==> src/jsse_pkg.sv <==
// Shared types, constants and helpers for the job scheduler segment engine.
// Depends on: nothing.
`default_nettype none

package jsse_pkg;

  localparam int MAX_JOBS = 64;
  localparam int IDX_W    = $clog2(MAX_JOBS);
  localparam int CNT_W    = $clog2(MAX_JOBS + 1);
  localparam int TIME_W   = 23;
  localparam int TOT_W    = 16 + IDX_W;
  localparam int DRAW_W   = 32;
  localparam int DCNT_W   = $clog2(DRAW_W + 1);

  localparam logic [TIME_W-1:0] TIME_MAX = {TIME_W{1'b1}};

  // Request codes
  localparam logic [1:0] REQ_ADD   = 2'd0;
  localparam logic [1:0] REQ_STEP  = 2'd1;
  localparam logic [1:0] REQ_CLEAR = 2'd2;

  // Policy codes
  localparam logic [2:0] POL_FIFO = 3'd0;
  localparam logic [2:0] POL_SJF  = 3'd1;
  localparam logic [2:0] POL_STCF = 3'd2;
  localparam logic [2:0] POL_RR   = 3'd3;
  localparam logic [2:0] POL_LOT  = 3'd4;

  // Register indexes
  localparam logic REG_POLICY = 1'b0;
  localparam logic REG_SLICE  = 1'b1;

  // Job selection sources
  localparam logic [2:0] SEL_FIFO  = 3'd0;
  localparam logic [2:0] SEL_SJ    = 3'd1;
  localparam logic [2:0] SEL_RR    = 3'd2;
  localparam logic [2:0] SEL_FIRST = 3'd3;
  localparam logic [2:0] SEL_LOT   = 3'd4;

  // One job table row
  typedef struct packed {
    logic [15:0]       arr;
    logic [15:0]       len;
    logic [15:0]       tk;
    logic [15:0]       rem;
    logic [TIME_W-1:0] frun;
  } row_t;

  // Controller to datapath
  typedef struct packed {
    logic       add;
    logic       clear;
    logic       step;
    logic       scan_start;
    logic       scan_lot;
    logic       jump;
    logic       select;
    logic [2:0] sel;
    logic       row_read;
    logic       exec;
    logic       seg_first;
    logic       div_start;
    logic       emit;
    logic       emit_all;
  } cmd_t;

  // Datapath to controller
  typedef struct packed {
    logic [2:0] policy;
    logic       scan_done;
    logic       any_unf;
    logic       ready_found;
    logic       na_found;
    logic       tot_zero;
    logic       sj_ne_run;
    logic       div_idle;
    logic       run_done;
  } sts_t;

  // Map unknown policy codes onto FIFO
  function automatic logic [2:0] norm_policy(input logic [2:0] p);
    logic [2:0] r;
    r = (p > POL_LOT) ? POL_FIFO : p;
    return r;
  endfunction

endpackage

`default_nettype wire

==> src/jsse_ctrl.sv <==
// Controller state machine: sequences table scans, time jumps, the remainder
// unit, the row update and the result. Depends on: jsse_pkg.
`default_nettype none

module jsse_ctrl import jsse_pkg::*; (
  input  wire logic       clk_i,
  input  wire logic       rst_ni,
  input  wire logic       start,
  input  wire logic [1:0] req_type_i,
  input  wire sts_t       sts_i,
  output cmd_t            cmd_o,
  output logic            busy
);

  localparam logic [2:0] S_IDLE  = 3'd0;
  localparam logic [2:0] S_SCAN  = 3'd1;
  localparam logic [2:0] S_DIV   = 3'd2;
  localparam logic [2:0] S_LSCAN = 3'd3;
  localparam logic [2:0] S_RD    = 3'd4;
  localparam logic [2:0] S_EXE   = 3'd5;
  localparam logic [2:0] S_EMIT  = 3'd6;

  logic [2:0] state_q, state_d;
  logic       jumped_q, jumped_d;
  logic       cont_q, cont_d;
  logic       first_q, first_d;
  logic       all_q, all_d;

  assign busy = (state_q != S_IDLE);

  // Next state and commands
  always_comb begin
    cmd_o    = '0;
    state_d  = state_q;
    jumped_d = jumped_q;
    cont_d   = cont_q;
    first_d  = first_q;
    all_d    = all_q;
    case (state_q)
      S_IDLE: begin
        if (start) begin
          case (req_type_i)
            REQ_ADD:   cmd_o.add = 1'b1;
            REQ_CLEAR: cmd_o.clear = 1'b1;
            REQ_STEP: begin
              cmd_o.step       = 1'b1;
              cmd_o.scan_start = 1'b1;
              jumped_d         = 1'b0;
              cont_d           = 1'b0;
              first_d          = 1'b1;
              all_d            = 1'b0;
              state_d          = S_SCAN;
            end
            default: ;
          endcase
        end
      end
      S_SCAN: begin
        if (sts_i.scan_done) begin
          if (cont_q) begin
            // preemption check after an arrival
            state_d = sts_i.sj_ne_run ? S_EMIT : S_RD;
          end else if (!sts_i.any_unf) begin
            all_d   = 1'b1;
            state_d = S_EMIT;
          end else begin
            case (sts_i.policy)
              POL_SJF, POL_STCF: begin
                if (!sts_i.ready_found && !jumped_q) begin
                  cmd_o.jump       = 1'b1;
                  cmd_o.scan_start = 1'b1;
                  jumped_d         = 1'b1;
                end else begin
                  cmd_o.select = 1'b1;
                  cmd_o.sel    = SEL_SJ;
                  state_d      = S_RD;
                end
              end
              POL_RR: begin
                if (jumped_q) begin
                  cmd_o.select = 1'b1;
                  cmd_o.sel    = SEL_FIRST;
                  state_d      = S_RD;
                end else if (sts_i.ready_found) begin
                  cmd_o.select = 1'b1;
                  cmd_o.sel    = SEL_RR;
                  state_d      = S_RD;
                end else begin
                  cmd_o.jump       = 1'b1;
                  cmd_o.scan_start = 1'b1;
                  jumped_d         = 1'b1;
                end
              end
              POL_LOT: begin
                if (sts_i.tot_zero && sts_i.na_found) begin
                  cmd_o.jump       = 1'b1;
                  cmd_o.scan_start = 1'b1;
                end else if (!sts_i.tot_zero) begin
                  cmd_o.div_start = 1'b1;
                  state_d         = S_DIV;
                end else begin
                  cmd_o.select = 1'b1;
                  cmd_o.sel    = SEL_FIRST;
                  state_d      = S_RD;
                end
              end
              default: begin
                cmd_o.select = 1'b1;
                cmd_o.sel    = SEL_FIFO;
                state_d      = S_RD;
              end
            endcase
          end
        end
      end
      S_DIV: begin
        if (sts_i.div_idle) begin
          cmd_o.scan_start = 1'b1;
          cmd_o.scan_lot   = 1'b1;
          state_d          = S_LSCAN;
        end
      end
      S_LSCAN: begin
        if (sts_i.scan_done) begin
          cmd_o.select = 1'b1;
          cmd_o.sel    = SEL_LOT;
          state_d      = S_RD;
        end
      end
      S_RD: begin
        cmd_o.row_read = 1'b1;
        state_d        = S_EXE;
      end
      S_EXE: begin
        cmd_o.exec      = 1'b1;
        cmd_o.seg_first = first_q;
        first_d         = 1'b0;
        if (sts_i.policy == POL_STCF && !sts_i.run_done) begin
          cmd_o.scan_start = 1'b1;
          cont_d           = 1'b1;
          state_d          = S_SCAN;
        end else begin
          state_d = S_EMIT;
        end
      end
      S_EMIT: begin
        cmd_o.emit     = 1'b1;
        cmd_o.emit_all = all_q;
        state_d        = S_IDLE;
      end
      default: state_d = S_IDLE;
    endcase
  end

  // State registers
  always_ff @(posedge clk_i or negedge rst_ni) begin
    if (!rst_ni) begin
      state_q  <= S_IDLE;
      jumped_q <= 1'b0;
      cont_q   <= 1'b0;
      first_q  <= 1'b0;
      all_q    <= 1'b0;
    end else begin
      state_q  <= state_d;
      jumped_q <= jumped_d;
      cont_q   <= cont_d;
      first_q  <= first_d;
      all_q    <= all_d;
    end
  end

endmodule

`default_nettype wire

==> config.mk <==
export PLATFORM = sky130hd
export DESIGN_NAME = jsse_ctrl
export DESIGN_NICKNAME = d
export VERILOG_FILES = /design/src/jsse_pkg.sv /design/src/jsse_ctrl.sv
export SDC_FILE = /design/constraint.sdc
export NUM_CORES = 1
export LEC_CHECK = 0
export ABC_AREA = 1
export BUFFER_PORTS_ARGS = -buffer_cell sky130_fd_sc_hd__buf_4
export CAP_MARGIN = 30
export CORE_ASPECT_RATIO = 0.9
export CORE_UTILIZATION = 45
export CTS_CLUSTER_DIAMETER = 30
export DETAILED_ROUTE_END_ITERATION = 8
export PLACE_DENSITY = 0.77
export SLEW_MARGIN = 20
export SYNTH_ARGS = -nofsm -noshare
export SYNTH_HDL_FRONTEND = slang
export SYNTH_SLANG_ARGS = --single-unit
==> constraint.sdc <==
create_clock -name clk_i -period 1.5 [get_ports clk_i]
set_input_delay 0.225 -clock clk_i [delete_from_list [all_inputs] [get_ports clk_i]]
set_output_delay 0.225 -clock clk_i [all_outputs]
set_load 0.05 [all_outputs]
==> qor.csv, run 1 <==
metric,value,unit
Last stage,5_1_grt,
Synthesis Warnings,0,
ys flop type,dfrtp_1,
largest net degree at the start of global routing,9,
register area share after synthesis,0.2353,
register bit total from synthesis,7,
Final Wtd Congestion,0.8801,
Synthesized Nets,150,
DP Worst Slack,-39.22,ps
post-synth top area share,0.2353,
chip height,40.59,microns
DP HPWL,2.096,mm
Post-synth top cells,"nand2_1 (34), nor2_1 (29), inv_1 (20)",
CTS buffer count,3,
"Avg Cell Area, Syn",5.556,sq um
worst ep type,top-level output,
Post-Syn Instances,134,
Post-synth EDFFs,0,
clock sinks,7,
Initial Utilization,0.4975,
cell area after synthesis,744.5,sq um
ys async rst share,1.000,
Max H-tree Level,1,
Placement Cell Area,1239,sq um
Synth area leaders,"dfrtp_1 (24%), nand2_1 (17%), nor2_1 (15%)",
clk root buf,clkbuf_4,
die width,44.88,microns
Buffers on Ports,32,
most common cell in the netlist,nand2_1,
I/O pins,33,
Synth cell types,22,
"area leader, netlist",dfrtp_1,
worst setup endpoint GRT,cmd_o[6],
status,aborted with a tool error,
Err,"[ERROR DPL-0038] Utilization greater than 100%, impossible to legalize",
clk buf depth,2,
row count,13,
[cell families after synthesis]
kind of cell           synth area share
AOI/OAI and AO/OA               0.09748
buffers and inverters            0.1210
DFF                              0.2353
and+or+nand+nor                  0.5462
[per-stage QoR]
stage                     setup TNS (ps)  utilization  cells
after detailed placement          -62.30       0.8278    201
after global placement                 0       0.8278    201
after floorplan                    -1490            -    134
after CTS                          -1955       0.9406    208
[what timing repair did]
| item | 4_1_cts |
|---|---|
| endpoints found under the hold margin | 7 |
| pin swaps | 6 |
| endpoints found under the setup margin | 16 |
| setup buffers | 2 |
| gates cloned | 0 |
| resized for setup | 32 |
| hold buffers | 1 |
==> run 2, diff against run 1 <==
--- a/config.mk
+++ b/config.mk
@@ -8,11 +8,10 @@
 export ABC_AREA = 1
 export BUFFER_PORTS_ARGS = -buffer_cell sky130_fd_sc_hd__buf_4
 export CAP_MARGIN = 30
-export CORE_ASPECT_RATIO = 0.9
-export CORE_UTILIZATION = 45
-export CTS_CLUSTER_DIAMETER = 30
+export CORE_AREA = 2 2 63 65
 export DETAILED_ROUTE_END_ITERATION = 8
-export PLACE_DENSITY = 0.77
+export DIE_AREA = 0 0 65 67
+export PLACE_DENSITY_LB_ADDON = 0.15
 export SLEW_MARGIN = 20
 export SYNTH_ARGS = -nofsm -noshare
 export SYNTH_HDL_FRONTEND = slang
==> run 2 against run 1 <==
Against the previous run:
- the flow now finishes, with violations (setup timing)
- synthesized area unchanged
- synthesized cell count did not move
==> qor.csv, run 2 <==
metric,value,unit,change
slowest stage cell on the critical path,dfrtp_2,,
Max Clock Skew,3.858,ps,
"area leader, netlist",dfrtp_1,,unchanged
Leakage,0.7726,nW,
worst path cell trace,inv_2 -> nand3_4 -> nor3_4 -> nand2_2 -> a31oi_4 -> buf_6,,
RSZ-0062 raised after global routing,true,,
Post-synth EDFFs,0,,unchanged
Post-Syn Instances,134,,unchanged
largest net degree at the start of global routing,9,,
Post-synth top cells,"nand2_1 (34), nor2_1 (29), inv_1 (20)",,unchanged
Vias/cell,4.282,,
critical path arrival,1470,ps,
ys async rst share,1.000,,unchanged
final hold vios,0,,
GRT Total Usage,0.1260,,
clk buf depth,2,,unchanged
required time of the critical path,1270,ps,
largest register by flop count,state_q,,
cell area after synthesis,744.5,sq um,unchanged
Final nets,210,,
max cap viols,0,,
CTS tree,built,,
status,finished with violations,,was aborted with a tool error
global-route wire length before repair,4.222,mm,
max reg flops,3,,
Setup Viol. Count Final,12,,
clock sinks,7,,unchanged
register bit total from synthesis,7,,unchanged
Syn-to-layout area delta,102.4,%,
Hold/Removal Path Class,input pin to flop,,
"Reg clk slew, reported paths",40,ps,
minimum hold slack,330.0,ps,
crit end category,primary output,,
most common cell in the netlist,nand2_1,,unchanged
register area share after synthesis,0.2353,,unchanged
layout cells sized above 1,0.4560,,
"commonest non-fill, non-tap cells in the layout","buf_4 (36), nand2_1 (31), nor2_1 (24)",,
PD cells,1493,nW/um^2,
crit path max fanout,6,,
"most common cell after layout, fill and taps aside",buf_4,,
die width,65,microns,was 44.88 microns
element type at the critical path start,flop,,
worst vdd ir,0.8155,mV,
initial antenna violation count,0,,
vias in the first global route,1016,,
chip height,67,microns,was 40.59 microns
Slew HR,0.8240,,
DP HPWL,2.086,mm,was 2.096 mm
Iter 0 DRT Violations,40,,
die area,4355,sq um,
antenna diode count,0,,
Final Cycle Share,1.127,,
Pins Over Slew Limit,0,,
row count,22,,was 13
Final Wtd Congestion,0.8353,,was 0.8801
minimum clock period,1691,ps,
failing checks,setup timing,,
Buffers on Ports,32,,unchanged
detailed-route via count,1032,,
ys flop type,dfrtp_1,,unchanged
max incr delay on CP,460,ps,
Synth area leaders,"dfrtp_1 (24%), nand2_1 (17%), nor2_1 (15%)",,unchanged
Pre-Repair DR Iteration Count,4,,
Synth cell types,22,,unchanged
Final ANT Viol Nets,0,,
clk root buf,clkbuf_8,,was clkbuf_4
core area,3606,sq um,
grt ovf,0,,
Synthesis Warnings,0,,unchanged
Peak Freq,591.5,MHz,
"Avg Cell Area, Syn",5.556,sq um,unchanged
setup TNS,-1310,ps,
"Power, Total",2.249,mW,
Max H-tree Level,1,,unchanged
worst-margin pin slew,261.3,ps,
drt total wl,2.441,mm,
placed cells,230,,was 201
# DRC,0,,
Util after Layout,0.4178,,
wire per inst,10.13,microns,
clock latency at the later pin of the worst-skew pair,220,ps,
worst setup margin,-190.7,ps,
I/O pins,33,,unchanged
Synthesized Nets,150,,unchanged
Non-Filler Instances,241,,
CTS buffer count,3,,unchanged
WS Path Type,flop to primary output,,
R2R setup slack,60,ps,
Initial Utilization,0.2065,,was 0.4975
post-synth top area share,0.2353,,unchanged
[run 2: cell counts after synthesis]
No cell type changed its count.
[run 2: path summary, 6_finish.rpt]
path                            start    endpoint  cells past startpoint
setup / recovery           state_q[2]    cmd_o[6]                      6
hold / removal               sts_i[5]    jumped_q                      4
setup reg to reg           state_q[2]    jumped_q                      9
hold reg to reg                 all_q       all_q                      2
max in group asynchronous      rst_ni  state_q[1]                      2
min in group asynchronous      rst_ni     first_q                      2
[run 2: repair_timing]
| action | in CTS | in global routing |
|---|---|---|
| endpoints found under the setup margin | 14 | 17 |
| hold endpoints to repair | 7 | 0 |
| pin swaps | 6 | 3 |
| buffers inserted | 4 | 2 |
| resized for setup | 19 | 11 |
| hold buffers | 1 | 0 |
[run 2: cells by family (layout without fill, tap and decap cells)]
family                 Yosys count  count (layout)  share of synthesized area
and+or+nand+nor                 91              91                     0.5462
buffers and inverters           23              82                     0.1210
AOI/OAI and AO/OA               13              13                    0.09748
DFF                              7               7                     0.2353
[run 2: cell type report]
class                   instances  area [sq um]
inverters                      21         81.33
well taps                      48         60.06
clock buffers                   4         45.04
fillers                       380          2100
multi-input cells             104         624.3
flip-flops and latches          7         178.9
repair buffers                 57         516.7
[run 2: routing by layer]
| metal | part of all wire | up-vias | track usage |
|---|---|---|---|
| li1 | - | 546 | - |
| met1 | 0.42 | 451 | 0.1524 |
| met2 | 0.51 | 31 | 0.2216 |
| met3 | 0.062 | 4 | 0.02027 |
| met4 | 0.012 | 0 | 0.05053 |
| met5 | 0 | - | 0 |
[run 2: power by group]
| group | switching (mW) | leakage (nW) | total [mW] | internal (mW) |
|---|---|---|---|---|
| Sequential | 0.0990 | 0.0869 | 0.378 | 0.279 |
| Combinational | 0.961 | 0.663 | 1.61 | 0.650 |
| Clock | 0.0764 | 0.0228 | 0.260 | 0.183 |
| Total | 1.14 | 0.773 | 2.25 | 1.11 |
[run 2: metrics by stage]
stage,setup slack (ps),area [sq um]
6_report,-190.7,1506
5_1_grt,-273.3,1506
4_1_cts,-201.8,1455
3_5_place_dp,-21.12,1294
3_3_place_gp,-33.23,1294
2_1_floorplan,-380.8,869.6
[run 2: worst max-delay path, delay by kind of cell (launching register included)]
kind                   cells  cell delay [ps]
and+or+nand+nor            3              350
DFF                        1              460
AOI/OAI and AO/OA          1              150
buffers and inverters      2              270
Power figures use the tool's default switching activity.
